## src/rtl/core/ppsm_pkg.sv

```systemverilog
`timescale 1ns / 1ps
`default_nettype none
package ppsm_pkg;

	// Field and register widths
	localparam int COUNT_WIDTH = 32;
	localparam int TICK_W      = 32;
	localparam int TIMEOUT_W   = 16;
	localparam int PPK_W       = 20;
	localparam int TIME_W      = 32;
	localparam int FREQ_W      = 32;
	localparam int OUT_W       = 16;
	localparam int CFG_DATA_W  = 32;
	localparam int CFG_IDX_W   = 2;

	// Serial divider sizing
	localparam int DIV_W   = 44;
	localparam int DVS_W   = 32;
	localparam int STEP_W  = 6;
	localparam int NUM_W   = 39;
	localparam int FILT_W  = 35;

	// Register reset values
	localparam logic [TICK_W-1:0]    TICK_RESET    = TICK_W'(1000000);
	localparam logic [TIMEOUT_W-1:0] TIMEOUT_RESET = TIMEOUT_W'(1000);
	localparam logic [PPK_W-1:0]     PPK_RESET     = PPK_W'(1000);

	localparam logic [DVS_W-1:0] FILT_DIVISOR = DVS_W'(5);

	// Register indexes
	localparam logic [CFG_IDX_W-1:0] CFG_TICK_RATE = 2'd0;
	localparam logic [CFG_IDX_W-1:0] CFG_TIMEOUT   = 2'd1;
	localparam logic [CFG_IDX_W-1:0] CFG_PPK       = 2'd2;

	// Item kinds
	localparam logic OP_CAPTURE = 1'b0;
	localparam logic OP_REQUEST = 1'b1;

	typedef enum logic [2:0] {
		ST_IDLE,
		ST_CHECK,
		ST_RAW_WAIT,
		ST_FILT_GO,
		ST_FILT_WAIT,
		ST_SPEED_GO,
		ST_SPEED_WAIT,
		ST_OUT
	} state_t;

	typedef struct packed {
		logic [DIV_W-1:0]  dividend;
		logic [DVS_W-1:0]  divisor;
		logic [STEP_W-1:0] steps;
	} div_req_t;

	typedef struct packed {
		logic [TICK_W-1:0]    tick_rate_hz;
		logic [TIMEOUT_W-1:0] timeout_ms;
		logic [PPK_W-1:0]     pulses_per_km;
	} cfg_t;

	typedef struct packed {
		logic [OUT_W-1:0] freq_chz;
		logic [OUT_W-1:0] speed_ckph;
		logic             has_signal;
	} res_t;

	function automatic logic [OUT_W-1:0] clamp16(input logic [DIV_W-1:0] v);
		clamp16 = (|v[DIV_W-1:OUT_W]) ? {OUT_W{1'b1}} : v[OUT_W-1:0];
	endfunction

endpackage
`default_nettype wire

```

## src/rtl/core/pulse_period_speed_meter.sv

```systemverilog
// Capture edges give no result; the next item is taken in the next cycle.
// A request with no signal gives a zero result; without a new period only the speed division runs.
// A request with a new period runs three divisions, one quotient bit per cycle in the shared serial
// divider (39 + 35 + 44 steps); it skips the filter division when it loads a cleared filter.
// Requests are handled one at a time; the output register lets the next item in while
// a result waits. Asynchronous active-low reset clears control and measurement state and loads register defaults.
`timescale 1ns / 1ps
`default_nettype none
module pulse_period_speed_meter (
	input  wire logic        clk,
	input  wire logic        arst_n,
	input  wire logic        s_tvalid,
	output logic             s_tready,
	input  wire logic [63:0] s_tdata,  // capture_value[31:0], now_ms[63:32]
	input  wire logic        s_tuser,  // op
	output logic             m_tvalid,
	input  wire logic        m_tready,
	output logic [31:0]      m_tdata,  // freq_chz[15:0], speed_ckph[31:16]
	output logic             m_tuser,  // has_signal
	input  wire logic        cfg_we,
	input  wire logic [ppsm_pkg::CFG_IDX_W-1:0]  cfg_index,
	input  wire logic [ppsm_pkg::CFG_DATA_W-1:0] cfg_data
);

	ppsm_pkg::cfg_t cfg_q;
	ppsm_pkg::res_t res;
	logic           res_valid;
	logic           res_ready;
	logic           m_tvalid_q;
	logic [31:0]    m_tdata_q;
	logic           m_tuser_q;

	// Register writes; unknown indexes drop
	always_ff @(posedge clk or negedge arst_n) begin
		if (!arst_n) begin
			cfg_q.tick_rate_hz  <= ppsm_pkg::TICK_RESET;
			cfg_q.timeout_ms    <= ppsm_pkg::TIMEOUT_RESET;
			cfg_q.pulses_per_km <= ppsm_pkg::PPK_RESET;
		end else if (cfg_we) begin
			unique case (cfg_index)
				ppsm_pkg::CFG_TICK_RATE:
					cfg_q.tick_rate_hz <= cfg_data[ppsm_pkg::TICK_W-1:0];
				ppsm_pkg::CFG_TIMEOUT:
					cfg_q.timeout_ms <= cfg_data[ppsm_pkg::TIMEOUT_W-1:0];
				ppsm_pkg::CFG_PPK:
					cfg_q.pulses_per_km <= cfg_data[ppsm_pkg::PPK_W-1:0];
				default: ;
			endcase
		end
	end

	// Output register: load a finished result when the slot is free
	assign res_ready = !m_tvalid_q || m_tready;

	always_ff @(posedge clk or negedge arst_n) begin
		if (!arst_n)
			m_tvalid_q <= 1'b0;
		else if (res_valid && res_ready)
			m_tvalid_q <= 1'b1;
		else if (m_tready)
			m_tvalid_q <= 1'b0;
	end

	always_ff @(posedge clk) begin
		if (res_valid && res_ready) begin
			m_tdata_q <= {res.speed_ckph, res.freq_chz};
			m_tuser_q <= res.has_signal;
		end
	end

	assign m_tvalid = m_tvalid_q;
	assign m_tdata  = m_tdata_q;
	assign m_tuser  = m_tuser_q;

	ppsm_seq u_seq (
		.clk        (clk),
		.arst_n     (arst_n),
		.cfg        (cfg_q),
		.in_valid   (s_tvalid),
		.in_ready   (s_tready),
		.in_op      (s_tuser),
		.in_capture (s_tdata[ppsm_pkg::COUNT_WIDTH-1:0]),
		.in_now     (s_tdata[63:32]),
		.res_valid  (res_valid),
		.res_ready  (res_ready),
		.res        (res)
	);

	// A no-signal result carries zeros
	assert property (@(posedge clk) disable iff (!arst_n)
		m_tvalid && !m_tuser |-> m_tdata == '0)
		else $error("no-signal result with nonzero data");

	// A request holds off further items while it is worked on
	assert property (@(posedge clk) disable iff (!arst_n)
		s_tvalid && s_tready && s_tuser == ppsm_pkg::OP_REQUEST |=> !s_tready)
		else $error("input taken during request processing");

	// A new result appears only after the sequencer offered one
	assert property (@(posedge clk) disable iff (!arst_n)
		$rose(m_tvalid) |-> $past(res_valid))
		else $error("result without request");

endmodule
`default_nettype wire

```

## src/rtl/core/ppsm_div.sv

```systemverilog
`timescale 1ns / 1ps
`default_nettype none
module ppsm_div (
	input  wire logic                           clk,
	input  wire logic                           arst_n,
	input  wire logic                           start,
	input  wire ppsm_pkg::div_req_t             req,
	output logic                                done,
	output logic [ppsm_pkg::DIV_W-1:0]          quotient
);

	logic [ppsm_pkg::DIV_W-1:0]  work_q;
	logic [ppsm_pkg::DVS_W-1:0]  rem_q;
	logic [ppsm_pkg::DVS_W-1:0]  divisor_q;
	logic [ppsm_pkg::STEP_W-1:0] cnt_q;
	logic                        busy_q;
	logic                        done_q;
	logic [ppsm_pkg::DVS_W:0]    trial;
	logic [ppsm_pkg::DVS_W:0]    diff;
	logic                        fits;

	// Bring down the next dividend bit and try the subtraction
	always_comb begin
		trial = {rem_q, work_q[ppsm_pkg::DIV_W-1]};
		diff  = trial - {1'b0, divisor_q};
		fits  = (trial >= {1'b0, divisor_q});
	end

	// Control: load on start, count one quotient bit per cycle
	always_ff @(posedge clk or negedge arst_n) begin
		if (!arst_n) begin
			busy_q <= 1'b0;
			done_q <= 1'b0;
			cnt_q  <= '0;
		end else begin
			done_q <= 1'b0;
			if (start) begin
				busy_q <= 1'b1;
				cnt_q  <= req.steps;
			end else if (busy_q) begin
				cnt_q <= cnt_q - 1'b1;
				if (cnt_q == ppsm_pkg::STEP_W'(1)) begin
					busy_q <= 1'b0;
					done_q <= 1'b1;
				end
			end
		end
	end

	// Datapath: dividend shifts out the top, quotient bits shift in below
	always_ff @(posedge clk) begin
		if (start) begin
			work_q    <= req.dividend;
			rem_q     <= '0;
			divisor_q <= req.divisor;
		end else if (busy_q) begin
			work_q <= {work_q[ppsm_pkg::DIV_W-2:0], fits};
			rem_q  <= fits ? diff[ppsm_pkg::DVS_W-1:0] : trial[ppsm_pkg::DVS_W-1:0];
		end
	end

	assign done     = done_q;
	assign quotient = work_q;

endmodule
`default_nettype wire

```

## src/rtl/core/ppsm_seq.sv

```systemverilog
`timescale 1ns / 1ps
`default_nettype none
module ppsm_seq (
	input  wire logic                           clk,
	input  wire logic                           arst_n,
	input  wire ppsm_pkg::cfg_t                 cfg,
	input  wire logic                           in_valid,
	output logic                                in_ready,
	input  wire logic                           in_op,
	input  wire logic [ppsm_pkg::COUNT_WIDTH-1:0] in_capture,
	input  wire logic [ppsm_pkg::TIME_W-1:0]    in_now,
	output logic                                res_valid,
	input  wire logic                           res_ready,
	output ppsm_pkg::res_t                      res
);

	ppsm_pkg::state_t state_q, state_next;

	logic                             armed_q;
	logic [ppsm_pkg::COUNT_WIDTH-1:0] prev_capture_q;
	logic [ppsm_pkg::COUNT_WIDTH-1:0] period_q;
	logic [ppsm_pkg::TIME_W-1:0]      capture_time_q;
	logic                             pending_q;
	logic [ppsm_pkg::FREQ_W-1:0]      filtered_q;
	logic                             loaded_q;
	logic [ppsm_pkg::TIME_W-1:0]      now_q;
	logic [ppsm_pkg::FREQ_W-1:0]      raw_q;
	ppsm_pkg::res_t                   res_q;

	logic                             accept;
	logic                             lost;
	logic [ppsm_pkg::FREQ_W-1:0]      raw_sat;
	logic [ppsm_pkg::NUM_W-1:0]       raw_num;
	logic [ppsm_pkg::FILT_W-1:0]      filt_sum;
	logic [ppsm_pkg::PPK_W-1:0]       ppk_eff;
	logic [ppsm_pkg::DIV_W-1:0]       speed_num;
	logic                             div_start;
	ppsm_pkg::div_req_t               div_req;
	logic                             div_done;
	logic [ppsm_pkg::DIV_W-1:0]       div_quot;

	assign accept = in_valid && in_ready;

	// Signal loss: no period yet, or the last capture is too old
	assign lost = (period_q == '0) ||
		((now_q - capture_time_q) > ppsm_pkg::TIME_W'(cfg.timeout_ms));

	// Dividends of the three divisions, effective pulses per km and saturated raw frequency
	always_comb begin
		raw_num = (ppsm_pkg::NUM_W'(cfg.tick_rate_hz) << 6)
			+ (ppsm_pkg::NUM_W'(cfg.tick_rate_hz) << 5)
			+ (ppsm_pkg::NUM_W'(cfg.tick_rate_hz) << 2)
			+ ppsm_pkg::NUM_W'(period_q >> 1);
		filt_sum = (ppsm_pkg::FILT_W'(filtered_q) << 2)
			+ ppsm_pkg::FILT_W'(raw_q) + ppsm_pkg::FILT_W'(2);
		ppk_eff = (cfg.pulses_per_km == '0) ? ppsm_pkg::PPK_W'(1) : cfg.pulses_per_km;
		speed_num = (ppsm_pkg::DIV_W'(filtered_q) << 12)
			- (ppsm_pkg::DIV_W'(filtered_q) << 9)
			+ (ppsm_pkg::DIV_W'(filtered_q) << 4)
			+ ppsm_pkg::DIV_W'(ppk_eff >> 1);
		raw_sat = (|div_quot[ppsm_pkg::DIV_W-1:ppsm_pkg::FREQ_W]) ?
			{ppsm_pkg::FREQ_W{1'b1}} : div_quot[ppsm_pkg::FREQ_W-1:0];
	end

	// Next state
	always_comb begin
		state_next = state_q;
		unique case (state_q)
			ppsm_pkg::ST_IDLE: begin
				if (accept && in_op == ppsm_pkg::OP_REQUEST)
					state_next = ppsm_pkg::ST_CHECK;
			end
			ppsm_pkg::ST_CHECK: begin
				if (lost)
					state_next = ppsm_pkg::ST_OUT;
				else if (pending_q)
					state_next = ppsm_pkg::ST_RAW_WAIT;
				else
					state_next = ppsm_pkg::ST_SPEED_GO;
			end
			ppsm_pkg::ST_RAW_WAIT: begin
				if (div_done)
					state_next = loaded_q ? ppsm_pkg::ST_FILT_GO : ppsm_pkg::ST_SPEED_GO;
			end
			ppsm_pkg::ST_FILT_GO:   state_next = ppsm_pkg::ST_FILT_WAIT;
			ppsm_pkg::ST_FILT_WAIT: begin
				if (div_done)
					state_next = ppsm_pkg::ST_SPEED_GO;
			end
			ppsm_pkg::ST_SPEED_GO:  state_next = ppsm_pkg::ST_SPEED_WAIT;
			ppsm_pkg::ST_SPEED_WAIT: begin
				if (div_done)
					state_next = ppsm_pkg::ST_OUT;
			end
			ppsm_pkg::ST_OUT: begin
				if (res_ready)
					state_next = ppsm_pkg::ST_IDLE;
			end
			default: state_next = ppsm_pkg::ST_IDLE;
		endcase
	end

	// Outputs and divider requests
	always_comb begin
		in_ready  = 1'b0;
		res_valid = 1'b0;
		div_start = 1'b0;
		div_req   = '0;
		unique case (state_q)
			ppsm_pkg::ST_IDLE: in_ready = 1'b1;
			ppsm_pkg::ST_CHECK: begin
				div_start        = !lost && pending_q;
				div_req.dividend = ppsm_pkg::DIV_W'(raw_num) << (ppsm_pkg::DIV_W - ppsm_pkg::NUM_W);
				div_req.divisor  = ppsm_pkg::DVS_W'(period_q);
				div_req.steps    = ppsm_pkg::STEP_W'(ppsm_pkg::NUM_W);
			end
			ppsm_pkg::ST_FILT_GO: begin
				div_start        = 1'b1;
				div_req.dividend = ppsm_pkg::DIV_W'(filt_sum) << (ppsm_pkg::DIV_W - ppsm_pkg::FILT_W);
				div_req.divisor  = ppsm_pkg::FILT_DIVISOR;
				div_req.steps    = ppsm_pkg::STEP_W'(ppsm_pkg::FILT_W);
			end
			ppsm_pkg::ST_SPEED_GO: begin
				div_start        = 1'b1;
				div_req.dividend = speed_num;
				div_req.divisor  = ppsm_pkg::DVS_W'(ppk_eff);
				div_req.steps    = ppsm_pkg::STEP_W'(ppsm_pkg::DIV_W);
			end
			ppsm_pkg::ST_OUT: res_valid = 1'b1;
			default: ;
		endcase
	end

	// Measurement state
	always_ff @(posedge clk or negedge arst_n) begin
		if (!arst_n) begin
			state_q        <= ppsm_pkg::ST_IDLE;
			armed_q        <= 1'b0;
			prev_capture_q <= '0;
			period_q       <= '0;
			capture_time_q <= '0;
			pending_q      <= 1'b0;
			filtered_q     <= '0;
			loaded_q       <= 1'b0;
		end else begin
			state_q <= state_next;
			// Capture edge: arm, or store a nonzero period
			if (accept && in_op == ppsm_pkg::OP_CAPTURE) begin
				if (armed_q) begin
					if (in_capture != prev_capture_q) begin
						period_q       <= in_capture - prev_capture_q;
						capture_time_q <= in_now;
						pending_q      <= 1'b1;
					end
				end else begin
					armed_q        <= 1'b1;
					capture_time_q <= in_now;
				end
				prev_capture_q <= in_capture;
			end
			if (state_q == ppsm_pkg::ST_CHECK && lost)
				loaded_q <= 1'b0;
			// First frequency loads the filter
			if (state_q == ppsm_pkg::ST_RAW_WAIT && div_done && !loaded_q) begin
				filtered_q <= raw_sat;
				loaded_q   <= 1'b1;
				pending_q  <= 1'b0;
			end
			if (state_q == ppsm_pkg::ST_FILT_WAIT && div_done) begin
				filtered_q <= div_quot[ppsm_pkg::FREQ_W-1:0];
				pending_q  <= 1'b0;
			end
		end
	end

	// Request payload and results
	always_ff @(posedge clk) begin
		if (accept)
			now_q <= in_now;
		if (state_q == ppsm_pkg::ST_RAW_WAIT && div_done)
			raw_q <= raw_sat;
		if (state_q == ppsm_pkg::ST_CHECK && lost)
			res_q <= '0;
		if (state_q == ppsm_pkg::ST_SPEED_WAIT && div_done) begin
			res_q.freq_chz   <= ppsm_pkg::clamp16(ppsm_pkg::DIV_W'(filtered_q));
			res_q.speed_ckph <= ppsm_pkg::clamp16(div_quot);
			res_q.has_signal <= 1'b1;
		end
	end

	assign res = res_q;

	ppsm_div u_div (
		.clk      (clk),
		.arst_n   (arst_n),
		.start    (div_start),
		.req      (div_req),
		.done     (div_done),
		.quotient (div_quot)
	);

endmodule
`default_nettype wire

```

## config.mk

```make
export PLATFORM = sky130hd
export DESIGN_NAME = pulse_period_speed_meter
export DESIGN_NICKNAME = d
export VERILOG_FILES = /design/src/rtl/core/ppsm_pkg.sv /design/src/rtl/core/pulse_period_speed_meter.sv /design/src/rtl/core/ppsm_div.sv /design/src/rtl/core/ppsm_seq.sv
export SDC_FILE = /design/constraint.sdc
export NUM_CORES = 1
export LEC_CHECK = 0
export ABC_CLOCK_PERIOD_IN_PS = 7250
export BUFFER_PORTS_ARGS = -buffer_cell sky130_fd_sc_hd__clkbuf_2
export CAP_MARGIN = 15
export CORE_MARGIN = 1.5
export CORE_UTILIZATION = 50
export DETAILED_ROUTE_END_ITERATION = 7
export PLACE_DENSITY = 0.69
export SYNTH_ARGS = -nofsm -noshare
export SYNTH_HDL_FRONTEND = slang
export SYNTH_HIERARCHICAL = 1
export SYNTH_SLANG_ARGS = --single-unit
```

## constraint.sdc

```tcl
create_clock -name clk -period 7.25 [get_ports clk]
set_input_delay 0.725 -clock clk [delete_from_list [all_inputs] [get_ports clk]]
set_output_delay 0.725 -clock clk [all_outputs]
set_load 0.01 [all_outputs]
```

==> impl_results.md, run 1 <==
- Htree depth: 2
- Synth warnings: 6
- Vias per inst: approximately 6
- Routed via count: approximately 25000
- Tightest Pin Transition: between 1 and 1.5 ns
- Max-slew violation count: 0
- Total setup buffers inserted after CTS: 0
- Fin nets: 3846
- Register bit total from synthesis: around 450
- Fin crit period: between 6 and 7 ns
- CTS Buf Count: roughly 50
- Fmax: 0.154 GHz
- Chip width: between 200 and 300 um
- Row cnt: 92
- Final Hold Vio Count: 0
- Hpwl dp: between 60 and 70 mm
- Synth Instances: 3286
- Residual DRC: 0
- Flip-flop count of the largest register after layout: slightly below 70
- Layout cells sized above 1: 0.138
- Reg-to-Reg Start: u_seq/now_q[0]
- Worst clock skew: 0.0347 ns
- Setup crit end kind: flop
- Top cell type's share of synthesized area: 0.191
- Resized cells post-CTS: 0
- Drt wl/cell: around 20 um
- CTS tree: yes
- Hold Crit Class: in2async
- Slew margin rel.: 0.252
- Final setup viols: 0
- Final WL: 84.4 mm
- Worst-path fanout max: 44
- Vias in the first global route: ~24000
- Crit path max-delay cell type: buf_4
- GP Congestion: approximately 0.96
- Asr flop ratio synth: 0.470
- Largest net degree at the start of global routing: just over 100
- Antenna Violating Nets Remaining: 0
- Io pins: about 140
- CTS hold repair buffers: 0
- GRT Util Overall: 0.252
- First-pass iteration count of the detailed router: 5
- Die Area: 65800 um^2
- Vert. Die Dim: between 200 and 300 um
- RSZ-0062 raised after global routing: no
- Status: completed
- Clock-pin slew on the worst setup and hold paths: around 0.060 ns
- Longest Clk Path Bufs: 3
- Setup_tns: 0 ns
- Seq/Total Area, Yosys: 0.377
- Initial Util: 0.508
- Synth area leaders: edfxtp_1, dfrtp_1, ha_1, fa_1, mux2_2
- Finished Layout Cells: around 4300
- MaxCap Viol Count: 0
- Clock Latency Late Sink: 0.63 ns
- Port Buffers: 138
- Crit path launch type: flop
- Dpl ws: a little over 0.9 ns
- Post-synth EDFFs: 205
- Data arrival, critical path: 6.74 ns
- Register-to-register setup slack: roughly 0.74 ns
- WS Path Type: reg2reg
- Largest register by flop count: cfg_q
- Cell variety after synth: around 110
- Mapped Nets: about 3800
- Global-route wire length before repair: 132 mm
- Placed cell count: 4161
- CP required: between 7 and 8 ns
- Worst r2r path cells: 28
- Post-Syn Area: about 32000 um^2
- CP startpoint: u_seq/now_q[0]
- Core area: ~63000 um^2
- Fill count: roughly 5700
- PnR worst setup slack: approximately 0.74 ns
- Area leader, netlist: edfxtp_1
- Sink Count: ~450
- Max stage delay on crit path: 0.52 ns
- Synth Area per Inst: 9.79 um^2
- Antenna diodes: 0
- Post-synth top flop: edfxtp_1
- Top post-synthesis cells by count: ha_1, inv_1, nor2_1
- Initial antenna violation count: 1
- DRT iter0 DRCs: approximately 1800
- Area grow syn2layout: 9.50%
- Worst r2r dst: u_seq/u_div/quotient[12]
- GRT Residual Overflow: 0
- CTS root buf: clkbuf_16
- Period utilization: 0.898
[per-layer routing]
layer	vias up	global-route usage	part of all wire
li1	12000	-	-
met1	12200	0.342	0.44
met2	791	0.406	0.46
met3	162	0.0434	0.065
met4	0	0.0902	0.033
met5	-	0	0
[layout by cell type (no fill, tap or decap), types with 25 or more instances in the layout]
| cell | count |
|---|---|
| inv_1 | 279 |
| a31oi_1 | 36 |
| ha_1 | 280 |
| dfrtp_1 | 190 |
| mux2i_1 | 46 |
| nand3_1 | 53 |
| o21a_1 | 26 |
| o22a_1 | 32 |
| dfxtp_1 | 33 |
| nand2b_1 | 37 |
| xor2_1 | 68 |
| edfxtp_1 | 205 |
| fa_1 | 93 |
| a21oi_1 | 202 |
| o21ai_0 | 211 |
| nor2_1 | 243 |
| and3_1 | 35 |
| a21o_1 | 88 |
| nor3_1 | 51 |
| nor4_1 | 25 |
| nor2b_1 | 32 |
| a211oi_1 | 48 |
| clkbuf_2 | 137 |
| nand2_1 | 237 |
| clkbuf_16 | 52 |
| xnor2_1 | 92 |
| or2_2 | 38 |
| mux2_2 | 117 |
| nand4_1 | 30 |
[cell type report]
class	count	area [um^2]	area share
clock buffer	59	1350	0.0383
clock inverter	37	294	0.00835
tap	846	1060	0.0301
sequential	449	12100	0.344
inverter	281	1050	0.0300
multi-input combinational	2423	18400	0.523
timing repair buffer	163	905	0.0257
[metrics by stage]
stage | cell area [um^2] | util | hold WS, ns
2_1_floorplan | 32200 | - | 0.400
3_3_place_gp | 33600 | 0.530 | 0.403
3_5_place_dp | 33600 | 0.530 | 0.405
4_1_cts | 35200 | 0.556 | 0.176
5_1_grt | 35200 | 0.556 | 0.215
6_report | 35200 | 0.556 | 0.160
[worst max-delay path: cells and delay by family (launching register included)]
kind	cells	cell delay [ns]
buffers and inverters	4	0.72
XOR/XNOR	1	0.14
flip-flops	1	0.36
AND/OR/NAND/NOR	10	1.61
AO/OA/AOI/OAI	10	2.40
adder cells (fa/ha/maj)	3	0.86
[worst max-delay path by stage]
stage / end / slack [ns] / cells past startpoint
floorplan: u_seq/u_div/quotient[0] / 0.37 / 29
global placement: u_seq/u_div/quotient[2] / 1.10 / 23
detailed placement: u_seq/u_div/quotient[5] / 0.93 / 28
CTS: u_seq/u_div/quotient[13] / 0.90 / 28
global route: u_seq/u_div/quotient[12] / 0.30 / 28
finish: u_seq/u_div/quotient[12] / 0.74 / 28
[cells by family (layout without fill, tap and decap cells)]
| kind of cell | count (synthesis) | in the layout | share of synthesized area |
|---|---|---|---|
| compound gates | 871 | 871 | 0.177 |
| xor+xnor | 160 | 160 | 0.0436 |
| fa+ha+maj | 373 | 373 | 0.167 |
| buf+inv | 414 | 540 | 0.0513 |
| flops | 449 | 449 | 0.377 |
| mux | 165 | 165 | 0.0560 |
| other cells | 1 | 1 | 0.000117 |
| simple gates | 853 | 853 | 0.129 |
Power of run 1 is left out: the tool's default activity adds up to more than one toggle a clock period on the data nets, which glitch-free logic cannot reach.
==> run 2: changes to the inputs <==
--- a/config.mk
+++ b/config.mk
@@ -8,10 +8,12 @@
 export ABC_CLOCK_PERIOD_IN_PS = 7250
 export BUFFER_PORTS_ARGS = -buffer_cell sky130_fd_sc_hd__clkbuf_2
 export CAP_MARGIN = 15
+export CELL_PAD_IN_SITES_DETAIL_PLACEMENT = 0
+export CELL_PAD_IN_SITES_GLOBAL_PLACEMENT = 2
 export CORE_MARGIN = 1.5
-export CORE_UTILIZATION = 50
+export CORE_UTILIZATION = 37
 export DETAILED_ROUTE_END_ITERATION = 7
-export PLACE_DENSITY = 0.69
+export PLACE_DENSITY = 0.78
 export SYNTH_ARGS = -nofsm -noshare
 export SYNTH_HDL_FRONTEND = slang
 export SYNTH_HIERARCHICAL = 1
==> impl_results.md, run 2 (synthesized netlist as in run 1, its figures left out) <==
- Die Area: a little under 90000 um^2
- Crit path launch type: flop
- Largest register by flop count: cfg_q
- Fin nets: 3850
- Layout cells sized above 1: 0.141
- Fmax: approximately 0.16 GHz
- CTS Buf Count: 53
- Crit path max-delay cell type: o311ai_1
- GRT busiest layer: met2
- Antenna Violating Nets Remaining: 0
- Global-route met2 utilization: 0.336
- Fin crit period: between 6 and 7 ns
- Routing usage on met3: 0.0263
- Vias in the first global route: roughly 25000
- Routed via count: about 25000
- Longest Clk Path Bufs: 3
- Vert. Die Dim: ~300 um
- Initial antenna violation count: 6
- Final Hold Vio Count: 0
- Hpwl dp: between 70 and 80 mm
- CP required: ~7.6 ns
- Io pins: between 100 and 150
- Worst-path fanout max: 46
- GRT Util Overall: 0.208
- Setup crit end kind: flop
- Drt wl/cell: between 20 and 25 um
- Status: completed
- Setup_tns: 0 ns
- Global-route wire length before repair: 145 mm
- Worst clock skew: about 0.024 ns
- Row cnt: 107
- DRT iter0 DRCs: 1674
- Clock-pin slew on the worst setup and hold paths: 0.06 ns
- Grt met1 use: 0.290
- GP Congestion: 0.869
- Resized cells post-CTS: 0
- Crit-path cells: inv_1 -> ha_1 -> nor2b_1 -> o31a_1 -> o311ai_1 -> a21oi_1 -> nor2_1 -> o21bai_1 -> a21oi_1 -> xnor2_1 -> ha_1 -> a21o_1 -> a21o_1 -> a2111oi_0 -> a22oi_1 -> a2111oi_4 -> nand4_1 -> nor4_2 -> nand4_1 -> a31oi_4 -> buf_4 -> mux2_2
- Flip-flop count of the largest register after layout: 68
- Port Buffers: 138
- Worst hold margin: approximately 0.06 ns
- Final setup viols: 0
- Commonest cells after routing, fill and taps aside: ha_1, inv_1, nor2_1, nand2_1, o21ai_0
- PnR worst setup slack: approximately 0.82 ns
- Data arrival, critical path: between 6 and 7 ns
- Clock Latency Late Sink: between 0.6 and 0.7 ns
- GRT Residual Overflow: 0
- Initial Util: 0.375
- Htree depth: 2
- CTS root buf: clkbuf_16
- Area grow syn2layout: 11.8%
- CTS tree: yes
- Max-slew violation count: 0
- Sink Count: approximately 450
- Largest net degree at the start of global routing: about 150
- Most common library cell in the layout ignoring fill and taps: ha_1
- Total setup buffers inserted after CTS: 0
- Final Util: 0.420
- Chip width: a little under 300 um
- CTS hold repair buffers: 0
- Tightest Pin Transition: ~1 ns
- Dpl ws: around 0.81 ns
- Hold Crit Class: in2async
- First-pass iteration count of the detailed router: 5
- MaxCap Viol Count: 0
- Core area: ~86000 um^2
- Vias per inst: 5.39
- Final WL: 93.4 mm
- Max stage delay on crit path: 0.51 ns
- Residual DRC: 0
- Register-to-register setup slack: between 0.8 and 0.9 ns
- Period utilization: 0.886
- WS Path Type: reg2reg
- Slew margin rel.: 0.316
- RSZ-0062 raised after global routing: no
run 2: cell count changes in the layout (fill, tap and decap cells not counted), moves of 2 or more:
| cell | before | now |
|---|---|---|
| buf_12 | 1 | 4 |
| clkbuf_16 | 52 | 54 |
| bufinv_16 | 1 | 12 |
| clkbuf_1 | 5 | 2 |
| clkinv_2 | 14 | 9 |
run 2: cell type report:
| class | count | area, um^2 |
|---|---|---|
| antenna | 1 | 2.50 |
| clock buffer | 58 | 1390 |
| clock inverter | 42 | 573 |
| fill | 8594 | 49700 |
| inverter | 281 | 1050 |
| multi-input combinational | 2423 | 18400 |
| sequential | 449 | 12100 |
| tap | 1144 | 1430 |
| timing repair buffer | 165 | 961 |
run 2: routing by layer:
layer / routed length, um / up-vias
met1: 44000 / 12000
met2: 42900 / 523
met4: 2600 / 2
met3: 3890 / 121
li1: - / 12000
met5: 19 / -
run 2: final timing paths:
| kind | startpoint | end | cells past startpoint |
|---|---|---|---|
| setup reg to reg | u_seq/capture_time_q[1] | u_seq/u_div/quotient[33] | 22 |
| setup / recovery | u_seq/capture_time_q[1] | u_seq/u_div/quotient[33] | 22 |
| max in group asynchronous | arst_n | u_seq/u_div/busy_q | 2 |
| min in group clk | s_tdata[40] | u_seq/now_q[8] | 1 |
| hold / removal | arst_n | u_seq/capture_time_q[8] | 1 |
| hold reg to reg | u_seq/res[4] | m_tdata[19] | 0 |
run 2: worst max-delay path: cells and delay by family, from the launching register on:
kind	cells	cell delay, ns
xor gates and xnor gates	1	0.14
and+or+nand+nor	5	1.34
buffers and inverters	2	0.60
adders and majority gates	2	0.50
muxes	1	0.40
DFF	1	0.36
AOI/OAI and AO/OA	11	2.79
run 2: stage by stage:
| stage | std cells | instance area, um^2 |
|---|---|---|
| floorplan | 3286 | 32200 |
| global placement | 4461 | 34000 |
| detailed placement | 4461 | 34000 |
| CTS | 4561 | 35900 |
| global route | 4562 | 36000 |
| finish | 4563 | 36000 |
Power of run 2 is left out for the same reason.
